===== src/sv/isd_pkg.sv =====
`timescale 1ns / 1ps
`default_nettype none

package isd_pkg;

  // Default framing geometry
  localparam int HEADER_BYTES_DEF  = 64;
  localparam int LENGTH_OFFSET_DEF = 16;
  localparam int FTR_LEN_DEF       = 256;

  // Counter widths cover the full parameter ranges (header up to 127, footer up to 256)
  localparam int HDR_CNT_W = 7;
  localparam int FTR_CNT_W = 9;

  localparam int ADDR_W   = 32;
  localparam int SECTOR_W = 25;

  localparam logic [24:0] SECTOR_BYTES_RST = 25'd4096;

  typedef enum logic [1:0] {
    OP_BEGIN = 2'd0,
    OP_DATA  = 2'd1,
    OP_END   = 2'd2,
    OP_ABORT = 2'd3
  } opcode_t;

  localparam logic [1:0] ST_OK           = 2'd0;
  localparam logic [1:0] ST_NO_SESSION   = 2'd1;
  localparam logic [1:0] ST_FOOTER_SHORT = 2'd2;

  localparam logic [2:0] RGN_NONE    = 3'd0;
  localparam logic [2:0] RGN_HEADER  = 3'd1;
  localparam logic [2:0] RGN_BODY    = 3'd2;
  localparam logic [2:0] RGN_FOOTER  = 3'd3;
  localparam logic [2:0] RGN_DROPPED = 3'd4;

  // Register indexes on the configuration port
  localparam logic REG_START_ADDRESS = 1'b0;
  localparam logic REG_SECTOR_BYTES  = 1'b1;

  typedef struct packed {
    logic                  session_active;
    logic [HDR_CNT_W-1:0]  header_count;
    logic                  header_done;
    logic [31:0]           body_length;
    logic [31:0]           body_count;
    logic [ADDR_W-1:0]     current_address;
    logic [ADDR_W-1:0]     next_erase_address;
    logic [FTR_CNT_W-1:0]  footer_count;
  } state_t;

  typedef struct packed {
    logic [1:0]        status;
    logic [2:0]        region;
    logic [ADDR_W-1:0] write_address;
    logic [7:0]        out_byte;
    logic [7:0]        footer_index;
    logic              erase_request;
    logic [ADDR_W-1:0] erase_address;
    logic              footer_done;
  } step_out_t;

endpackage

`default_nettype wire


===== src/sv/image_stream_deframer_with_erase_unit.sv =====
`timescale 1ns / 1ps
`default_nettype none

// Each accepted item is registered in the output stage and then shown on m_tvalid.
// Throughput: one item per cycle while s_tready is high; all work is a single pass of
// counter compares and increments between the session state registers and the output
// register. A two-entry output stage keeps s_tready high for one item while a result is
// stalled. Reset (rst, synchronous, active high) closes the session, clears all counters
// and addresses, empties the output stage and loads start_address 0, sector_bytes 4096.

module image_stream_deframer_with_erase_unit
  import isd_pkg::*;
#(
  parameter int HEADER_BYTES  = HEADER_BYTES_DEF,
  parameter int LENGTH_OFFSET = LENGTH_OFFSET_DEF,
  parameter int FTR_LEN       = FTR_LEN_DEF
) (
  input  logic        clk,
  input  logic        rst,
  // Input stream
  input  logic        s_tvalid,
  output logic        s_tready,
  input  logic [7:0]  s_tdata,   // [7:0] data_byte
  input  logic [1:0]  s_tuser,   // [1:0] opcode
  // Result stream
  output logic        m_tvalid,
  input  logic        m_tready,
  output logic [87:0] m_tdata,   // [31:0] write_address, [39:32] out_byte,
                                 // [47:40] footer_index, [48] erase_request,
                                 // [80:49] erase_address, [81] footer_done, rest 0
  output logic [4:0]  m_tuser,   // [1:0] status, [4:2] region
  // Configuration port
  input  logic        psel,
  input  logic        penable,
  input  logic        pwrite,
  input  logic [2:0]  paddr,
  input  logic [31:0] pwdata,
  output logic [31:0] prdata,
  output logic        pready
);

  // Configuration registers; sector_bytes is read live by the erase logic
  logic [ADDR_W-1:0]   start_address;
  logic [SECTOR_W-1:0] sector_bytes;

  state_t    state;
  state_t    state_next;
  step_out_t step_result;
  step_out_t out_result;
  logic      accept;
  logic      cfg_write;

  assign pready    = 1'b1;
  assign cfg_write = psel && penable && pwrite;

  // Register index is taken from the word address bit alone
  always_ff @(posedge clk) begin
    if (rst) begin
      start_address <= '0;
      sector_bytes  <= SECTOR_BYTES_RST;
    end else if (cfg_write) begin
      case (paddr[2])
        REG_START_ADDRESS: start_address <= pwdata;
        REG_SECTOR_BYTES:  sector_bytes  <= pwdata[SECTOR_W-1:0];
        default: ;
      endcase
    end
  end

  always_comb begin
    case (paddr[2])
      REG_START_ADDRESS: prdata = start_address;
      REG_SECTOR_BYTES:  prdata = 32'(sector_bytes);
      default:           prdata = '0;
    endcase
  end

  // Session state advances on every accepted item
  assign accept = s_tvalid && s_tready;

  isd_step #(
    .HEADER_BYTES  (HEADER_BYTES),
    .LENGTH_OFFSET (LENGTH_OFFSET),
    .FTR_LEN       (FTR_LEN)
  ) u_step (
    .state         (state),
    .opcode        (opcode_t'(s_tuser)),
    .data_byte     (s_tdata),
    .start_address (start_address),
    .sector_bytes  (sector_bytes),
    .state_next    (state_next),
    .result        (step_result)
  );

  always_ff @(posedge clk) begin
    if (rst) begin
      state <= '0;
    end else if (accept) begin
      state <= state_next;
    end
  end

  // Hold results here while the consumer stalls
  isd_skid u_skid (
    .clk       (clk),
    .rst       (rst),
    .in_valid  (s_tvalid),
    .in_ready  (s_tready),
    .in_data   (step_result),
    .out_valid (m_tvalid),
    .out_ready (m_tready),
    .out_data  (out_result)
  );

  assign m_tuser = {out_result.region, out_result.status};
  assign m_tdata = {6'd0,
                    out_result.footer_done,
                    out_result.erase_address,
                    out_result.erase_request,
                    out_result.footer_index,
                    out_result.out_byte,
                    out_result.write_address};

endmodule

`default_nettype wire


===== src/sv/isd_step.sv =====
`timescale 1ns / 1ps
`default_nettype none

module isd_step
  import isd_pkg::*;
#(
  parameter int HEADER_BYTES  = HEADER_BYTES_DEF,
  parameter int LENGTH_OFFSET = LENGTH_OFFSET_DEF,
  parameter int FTR_LEN       = FTR_LEN_DEF
) (
  input  state_t              state,
  input  opcode_t             opcode,
  input  logic [7:0]          data_byte,
  input  logic [ADDR_W-1:0]   start_address,
  input  logic [SECTOR_W-1:0] sector_bytes,
  output state_t              state_next,
  output step_out_t           result
);

  localparam logic [HDR_CNT_W-1:0] LEN_LO   = HDR_CNT_W'(LENGTH_OFFSET);
  localparam logic [HDR_CNT_W-1:0] LEN_HI   = HDR_CNT_W'(LENGTH_OFFSET + 4);
  localparam logic [HDR_CNT_W-1:0] HDR_LAST = HDR_CNT_W'(HEADER_BYTES);
  localparam logic [FTR_CNT_W-1:0] FTR_ALL  = FTR_CNT_W'(FTR_LEN);

  logic [HDR_CNT_W-1:0] hdr_inc;
  logic [1:0]           len_pos;
  logic                 in_len_field;
  logic                 erase_hit;

  assign hdr_inc      = state.header_count + HDR_CNT_W'(1);
  assign len_pos      = 2'(state.header_count - LEN_LO);
  assign in_len_field = (state.header_count >= LEN_LO) && (state.header_count < LEN_HI);
  assign erase_hit    = state.current_address >= state.next_erase_address;

  always_comb begin
    state_next = state;
    result     = '0;
    result.status = ST_OK;
    result.region = RGN_NONE;

    case (opcode)
      OP_BEGIN: begin
        state_next                    = '0;
        state_next.session_active     = 1'b1;
        state_next.current_address    = start_address;
        state_next.next_erase_address = start_address;
      end
      OP_DATA: begin
        if (!state.session_active) begin
          result.status = ST_NO_SESSION;
        end else if (!state.header_done) begin
          result.region = RGN_HEADER;
          // Capture the little-endian body length lane by lane
          if (in_len_field) begin
            case (len_pos)
              2'd0: state_next.body_length[7:0]   = data_byte;
              2'd1: state_next.body_length[15:8]  = data_byte;
              2'd2: state_next.body_length[23:16] = data_byte;
              default: state_next.body_length[31:24] = data_byte;
            endcase
          end
          state_next.header_count = hdr_inc;
          state_next.header_done  = hdr_inc >= HDR_LAST;
        end else if (state.body_count < state.body_length) begin
          result.region        = RGN_BODY;
          result.write_address = state.current_address;
          result.out_byte      = data_byte;
          if (erase_hit) begin
            result.erase_request          = 1'b1;
            result.erase_address          = state.next_erase_address;
            state_next.next_erase_address = state.next_erase_address
                                            + ADDR_W'(sector_bytes);
          end
          state_next.body_count      = state.body_count + 32'd1;
          state_next.current_address = state.current_address + ADDR_W'(1);
        end else if (state.footer_count < FTR_ALL) begin
          result.region           = RGN_FOOTER;
          result.out_byte         = data_byte;
          result.footer_index     = 8'(state.footer_count);
          state_next.footer_count = state.footer_count + FTR_CNT_W'(1);
        end else begin
          result.region = RGN_DROPPED;
        end
      end
      OP_END: begin
        if (!state.session_active) begin
          result.status = ST_NO_SESSION;
        end else begin
          state_next.session_active = 1'b0;
          if (state.footer_count != FTR_ALL) begin
            result.status = ST_FOOTER_SHORT;
          end
        end
      end
      default: begin
        state_next.session_active = 1'b0;
      end
    endcase

    result.footer_done = state_next.footer_count == FTR_ALL;
  end

endmodule

`default_nettype wire


===== src/sv/isd_skid.sv =====
`timescale 1ns / 1ps
`default_nettype none

module isd_skid
  import isd_pkg::*;
(
  input  logic      clk,
  input  logic      rst,
  input  logic      in_valid,
  output logic      in_ready,
  input  step_out_t in_data,
  output logic      out_valid,
  input  logic      out_ready,
  output step_out_t out_data
);

  logic      skid_valid;
  step_out_t skid_data;
  logic      push;

  assign in_ready = !skid_valid;
  assign push     = in_valid && !skid_valid;

  always_ff @(posedge clk) begin
    if (rst) begin
      out_valid  <= 1'b0;
      skid_valid <= 1'b0;
    end else if (!out_valid || out_ready) begin
      // Output slot frees up: refill from the skid stage first
      if (skid_valid) begin
        out_data   <= skid_data;
        skid_valid <= 1'b0;
      end else begin
        out_valid <= push;
        if (push) begin
          out_data <= in_data;
        end
      end
    end else if (push) begin
      skid_data  <= in_data;
      skid_valid <= 1'b1;
    end
  end

endmodule

`default_nettype wire


===== config.mk =====
export PLATFORM = sky130hd
export DESIGN_NAME = image_stream_deframer_with_erase_unit
export DESIGN_NICKNAME = d
export VERILOG_FILES = /design/src/sv/isd_pkg.sv /design/src/sv/image_stream_deframer_with_erase_unit.sv /design/src/sv/isd_step.sv /design/src/sv/isd_skid.sv
export SDC_FILE = /design/constraint.sdc
export NUM_CORES = 1
export LEC_CHECK = 0
export BUFFER_PORTS_ARGS = -buffer_cell sky130_fd_sc_hd__buf_2
export CORE_UTILIZATION = 30
export DETAILED_ROUTE_END_ITERATION = 6
export PLACE_DENSITY_LB_ADDON = 0.12
export SYNTH_ARGS = -nofsm -noshare
export SYNTH_HDL_FRONTEND = slang
export SYNTH_SLANG_ARGS = --single-unit

===== constraint.sdc =====
create_clock -name clk -period 9.5 [get_ports clk]
set_input_delay 0.475 -clock clk [delete_from_list [all_inputs] [get_ports clk]]
set_output_delay 0.475 -clock clk [all_outputs]
set_load 0.005 [all_outputs]

==> results of run 1 <==
==> flip-flops by register name (all words and copies together), names as in the netlist <==
name / flops
state: 146
u_skid.out_data: 87
u_skid.skid_data: 87
start_address: 32
sector_bytes: 25
u_skid.out_valid: 1
u_skid.skid_valid: 1
==> path summary, 6_finish.rpt <==
check	startpoint	to	slack, ns	depth (start not counted)
setup / recovery	u_skid.skid_valid	state[103]	5.38	9
hold / removal	pwdata[21]	sector_bytes[21]	0.13	3
setup reg to reg	u_skid.skid_valid	state[103]	5.38	9
hold reg to reg	start_address[20]	start_address[20]	0.47	2
==> cells by family after synthesis <==
family / synth area share [%]
buffers and inverters: 4.130
flip-flops: 48.57
adder cells (fa/ha/maj): 6.619
multiplexers: 8.339
other: 0.03910
XOR/XNOR: 2.417
AND/OR/NAND/NOR: 16.61
AO/OA/AOI/OAI: 13.28
==> cell usage after synthesis (21+ instances only) <==
library cell,instances,area share (%)
mux2i_1,37,1.9
a211oi_1,24,0.94
clkbuf_1,87,1.7
and2_1,21,0.68
dfxtp_1,205,21
a21oi_1,153,4.0
inv_1,84,1.6
o21ai_0,73,1.9
edfxtp_1,174,27
mux2_2,108,6.3
nor3_1,32,0.83
a21o_1,22,0.86
nor2_1,159,3.1
nand2_1,248,4.8
nand4_1,39,1.3
xnor2_1,32,1.5
xor2_1,21,0.96
and3_1,80,2.6
ha_1,100,6.5
nand3_1,35,0.91
a22oi_1,22,0.86
==> power by group through the flow <==
| stage | Sequential (mW) | Combinational, mW | Clock [mW] |
|---|---|---|---|
| after detailed placement | 1.78 | 0.198 | 0 |
| after global placement | 1.78 | 0.196 | 0 |
| final | 1.75 | 0.194 | 1.85 |
| after CTS | 1.75 | 0.199 | 1.91 |
| after global routing | 1.75 | 0.216 | 1.97 |
| after floorplan | 1.78 | 0.116 | 0 |
==> layout make-up <==
cell class                 instances  area, sq um  area share (%)
sequential                       379         9329           41.48
multi-input combinational       1387         9163           40.74
clock buffer                      65         1305           5.802
tap                              846         1059           4.706
timing repair buffer             192         1018           4.528
inverter                          87        329.1           1.463
clock inverter                    23        289.0           1.285
==> per-stage QoR <==
| step | cells | power [mW] | setup WS (ns) | hold slack, ns | cell area, sq um |
|---|---|---|---|---|---|
| global route | 2979 | 3.942 | 4.964 | 0.1174 | 22490 |
| global placement | 2891 | 1.979 | 5.116 | 0.4559 | 20900 |
| floorplan | 1962 | 1.897 | 2.055 | 0.4422 | 19220 |
| CTS | 2979 | 3.861 | 5.203 | 0.09465 | 22490 |
| detailed placement | 2891 | 1.982 | 5.050 | 0.4554 | 20900 |
| finish | 2979 | 3.796 | 5.377 | 0.1320 | 22490 |
==> cells in the final DEF (no fill, tap or decap), drive strengths merged, types with 12 or more instances in the layout <==
master,Yosys,routed
nand3,35,35
xor2,21,21
nor2b,13,13
ha,100,100
o21ai,79,79
a31oi,14,14
clkbuf,87,65
a22oi,22,22
nor2,159,159
and3,81,81
nand2,249,249
clkinv,1,14
a211oi,24,24
nor4,16,16
a21oi,153,153
dfxtp,205,205
inv,86,87
mux2,109,109
a21o,22,22
xnor2,32,32
nor3,34,34
a311oi,13,13
mux2i,37,37
nand4,39,39
buf,22,192
o31ai,12,12
edfxtp,174,174
and2,27,27
==> worst min-delay path: stages <==
cell and delay, ns:
buf_2 0.11, nand2_1 0.05, a21oi_1 0.05
==> layer usage <==
metal / global-route usage (%) / part of all wire (%) / vias up
li1: - / - / 7345
met1: 24.33 / 47 / 7214
met2: 28.54 / 46 / 347
met3: 2.797 / 4.5 / 84
met4: 5.560 / 2.8 / 0
met5: 0 / 0 / -
==> results.py, run 1 <==
metrics = {
    "logic_synthesis": {
        "synthesis.area_sq_um": 19210,
        "ys_ff_latch": 379,
        "ys_seq_area_share_pct": 48.57,
        "synth_cell_type_count": 73,
        "ys.flop_type": "dfxtp_1",
        "yosysWarnings": 0,
        "async_flop_share_pct": 0,
        "synth_edf_count": 174,
        "syn_inst": 1957,
        "avgSynthCellArea_sq_um": 9.814,
    },
    "job": {
        "max-cap-violations": 0,
    },
    "route": {
        "drt-initial-drc-count": 918,
        "routedWlPerCell_um": 19.47,
        "dr.pass1.iters": 5,
        "routed_wl_um": 58000,
        "vias": 14990,
        "drc": 0,
        "final_antenna_net_count": 0,
        "viasPerCell": 5.032,
    },
    "grt": {
        "grtUsageTotal_pct": 17.76,
        "antenna_found_initial": 2,
        "first_global_vias": 14410,
        "grt_max_degree": 77,
        "grt_pass1_wl_um": 88390,
        "grt-ovfl-total": 0,
    },
    "clocking": {
        "cts_buffer_depth": 3,
        "ctsHoldBuffers": 0,
        "cts_sinks": 379,
        "h-tree-depth": 2,
        "cts_tree": "yes",
        "cts_setup_buffers": 0,
        "clk_latency_ns": 0.59,
        "numCtsBuffers": 47,
        "cts-root-buf": "clkbuf_16",
        "clk_pin_slew_worst_paths_ns": 0.06,
        "cts_resized": 0,
    },
    "worst_setup_path": {
        "worstPathCellList": "inv_4 -> nand2_1 -> a21oi_1 -> nand2_1 -> o21ai_4 -> buf_4 -> nand4_1 -> or3_1 -> a21oi_1",
        "worstPathMaxFanout": 63,
        "crit_type": "register to register",
        "cp-start-kind": "register",
        "critical-path-top-delay-family": "simple AND/OR/NAND/NOR gates",
        "critPathArrivalTime_ns": 4.64,
        "cp_data_required_time_ns": 10.01,
        "slowest_stage": "a21oi_1",
        "critical-path-max-stage-delay_ns": 0.68,
        "path_buf_inv": 2,
        "endpoint_kind": "register",
    },
    "timing": {
        "grt_setup_unrepaired": "false",
        "relSlewSlack_pct": 29.19,
        "max_freq_mhz": 242.5,
        "hold_viol_final": 0,
        "setup_viol": 0,
        "fin_skew_ns": 0.04429,
        "fin_setup_tns_ns": 0,
        "fin_crit_sh_pct": 43.40,
        "period_minus_slack_ns": 4.123,
        "drv_slew": 0,
        "tightest_slew_ns": 1.058,
    },
    "floorplan": {
        "die_y_um": 255.0,
        "io_pins": 180,
        "start_util_pct": 30.39,
        "fp.dieW_um": 255.0,
        "std_cell_rows": 92,
        "dieArea_sq_um": 65040,
        "core_sq_um": 63200,
    },
    "pwr": {
        "p_seq_share_pct": 46.1,
        "powerDensity_nw_per_um2": 168.8,
        "p_comb_share_pct": 5.1,
        "ir_worst_vdd_uv": 117.6,
        "clkPwrFrac_pct": 48.8,
        "switching_share_pct": 23.11,
        "power.internal_mw": 2.919,
        "p_switching_uw": 877.5,
        "p_leak_nw": 9.041,
    },
    "final_layout": {
        "final_core_util_pct": 35.59,
        "nFillCells": 6405,
        "nNetsFinal": 2247,
        "drive_gt1_share_pct": 19.03,
        "syn2layout_area_growth_pct": 17.11,
        "insertedDiodeCount": 0,
    },
    "placement": {
        "numPortBuffers": 170,
        "gp_congestion": 0.8457,
        "dp_hpwl_um": 40820,
    },
    "status": {
        "outcome": "finished, final reports clean",
    },
    "hold_path": {
        "hp-class": "input pin to register",
    },
}
Note: power is estimated with default switching activity, not from simulation.
==> inputs of run 2 (changes only) <==
==> constraint.sdc (replaced) <==
create_clock -name clk -period 3.9 [get_ports clk]
set_input_delay 0.195 -clock clk [delete_from_list [all_inputs] [get_ports clk]]
set_output_delay 0.195 -clock clk [all_outputs]
set_load 0.005 [all_outputs]
==> results.py, run 2 (synthesized netlist as in run 1, its figures left out) <==
metrics = {
    "worst_setup_path": {
        "r2r_slack_ns": 0.46,
        "crit_start": "state[136]",
        "r2r_end": "u_skid.out_data[0]",
        "r2r_cells": 10,
        "critPathArrivalTime_ns": 3.75,
        "endpoint": "u_skid.out_data[0]",
        "r2r-start": "state[136]",
        "worstPathMaxFanout": 9,
        "cp-start-kind": "register",
        "crit_type": "register to register",
        "endpoint_kind": "register",
        "cp_data_required_time_ns": 4.21,
    },
    "final_layout": {
        "drive_gt1_share_pct": 19.22,
        "largest_register_ffs": 146,
        "top_register": "state",
        "final_common_cell": "nand2_1",
        "syn2layout_area_growth_pct": 19.86,
        "biggestRegsByFlops": "state (146), u_skid.out_data (87), u_skid.skid_data (87)",
        "nNetsFinal": 2311,
        "layout_common_cells": "nand2_1 (248), dfxtp_1 (205), edfxtp_1 (174)",
    },
    "route": {
        "drt-initial-drc-count": 1133,
        "dr.pass1.iters": 7,
        "drc": 0,
        "viasPerCell": 4.999,
        "final_antenna_net_count": 0,
        "routedWlPerCell_um": 19.02,
        "vias": 15220,
        "routed_wl_um": 57910,
    },
    "clocking": {
        "cts_sinks": 379,
        "cts_resized": 0,
        "numCtsBuffers": 46,
        "cts_buffer_depth": 3,
        "h-tree-depth": 2,
        "ctsHoldBuffers": 41,
        "cts_setup_buffers": 0,
        "clk_pin_slew_worst_paths_ns": 0.06,
        "cts_tree": "yes",
        "cts-root-buf": "clkbuf_16",
        "clk_latency_ns": 0.59,
    },
    "grt": {
        "grt-ovfl-total": 0,
        "grtUsageTotal_pct": 17.86,
        "first_global_vias": 15090,
        "grt_max_degree": 68,
        "grt_pass1_wl_um": 89650,
        "antenna_found_initial": 0,
    },
    "placement": {
        "numPortBuffers": 170,
        "gp_congestion": 0.8402,
        "dp_hpwl_um": 40140,
    },
    "floorplan": {
        "core_sq_um": 63200,
        "io_pins": 180,
        "std_cell_rows": 92,
        "dieArea_sq_um": 65040,
        "start_util_pct": 30.39,
        "die_y_um": 255.0,
        "fp.dieW_um": 255.0,
    },
    "timing": {
        "max_freq_mhz": 290.5,
        "relSlewSlack_pct": 33.57,
        "tightest_slew_ns": 0.9965,
        "period_minus_slack_ns": 3.443,
        "fin_crit_sh_pct": 88.28,
        "fin_skew_ns": 0.03316,
        "holdWs_ns": 0.04683,
        "fin_setup_tns_ns": 0,
        "setup_viol": 0,
        "hold_viol_final": 0,
        "drv_slew": 0,
        "grt_setup_unrepaired": "false",
    },
    "status": {
        "outcome": "finished, final reports clean",
    },
    "job": {
        "max-cap-violations": 0,
    },
    "pwr": {
        "p_leak_nw": 9.300,
        "ir_worst_vdd_uv": 295.1,
        "powerDensity_nw_per_um2": 393.8,
    },
    "hold_path": {
        "hp-class": "input pin to register",
        "hold_depth": 4,
        "min-delay-start": "m_tready",
    },
}
[run 2: cell types whose count changed in the layout (fill, tap and decap cells not counted), moves of 2 or more]
cell / previous run / this run
diode_2: 0 / 2
nor2_2: 0 / 2
clkinv_1: 3 / 8
buf_12: 0 / 3
clkinvlp_4: 3 / 0
clkinv_2: 9 / 7
buf_4: 23 / 44
nor2_1: 158 / 156
clkbuf_16: 48 / 46
bufinv_16: 6 / 4
dlygate4sd3_1: 0 / 41
[run 2: through the flow]
| stage | setup WS (ns) | cells | area (sq um) | utilization, % | total power, mW |
|---|---|---|---|---|---|
| final | 0.4571 | 3044 | 23020 | 36.43 | 9.065 |
| after global routing | 0.1823 | 3042 | 23010 | 36.42 | 9.434 |
| after CTS | 0.3850 | 3042 | 23010 | 36.42 | 9.221 |
| after detailed placement | 0.4286 | 2915 | 21120 | 33.41 | 4.855 |
| after global placement | 0.4500 | 2915 | 21120 | 33.41 | 4.852 |
| after floorplan | 0.3613 | 1962 | 19240 | - | 4.617 |
[run 2: cell type report]
cell class	count	area, sq um
Fill cell	6400	40180
Sequential cell	379	9329
Clock inverter	21	215.2
Clock buffer	65	1272
Timing Repair Buffer	257	1647
Inverter	87	329.1
Tap cell	846	1059
Antenna cell	2	5.005
Multi-Input combinational cell	1387	9164
[run 2: how the worst min path moves through the flow]
stage,endpoint
5_1_grt,u_skid.skid_valid
4_1_cts,u_skid.skid_valid
3_3_place_gp,start_address[31]
6_report,u_skid.skid_valid
3_5_place_dp,start_address[31]
2_1_floorplan,sector_bytes[12]
[run 2: layer usage]
| layer | global-route usage (%) | up-vias | part of all wire, % | wire (um) |
|---|---|---|---|---|
| met5 | 0 | - | 0 | 0 |
| met4 | 4.962 | 0 | 2.2 | 1286 |
| met3 | 2.807 | 70 | 4.0 | 2334 |
| met2 | 29.02 | 321 | 46 | 26760 |
| met1 | 24.48 | 7348 | 48 | 27530 |
| li1 | - | 7477 | - | - |
[run 2: critical path, stage by stage (launching register included)]
cell and delay, ns:
dfxtp_1 0.34, inv_1 0.05, ha_1 0.29, nand4_1 0.16, or3_1 0.41, a2111o_1 0.39
o21ai_2 0.60, and3_1 0.27, mux2i_1 0.12, o2111a_2 0.28, mux2_4 0.25
[run 2: power by group]
| group | internal, mW | switching (mW) | leakage [nW] | total, mW |
|---|---|---|---|---|
| registers | 4.21 | 0.0494 | 3.45 | 4.26 |
| logic | 0.198 | 0.336 | 5.12 | 0.534 |
| clock network | 2.54 | 1.73 | 0.730 | 4.27 |
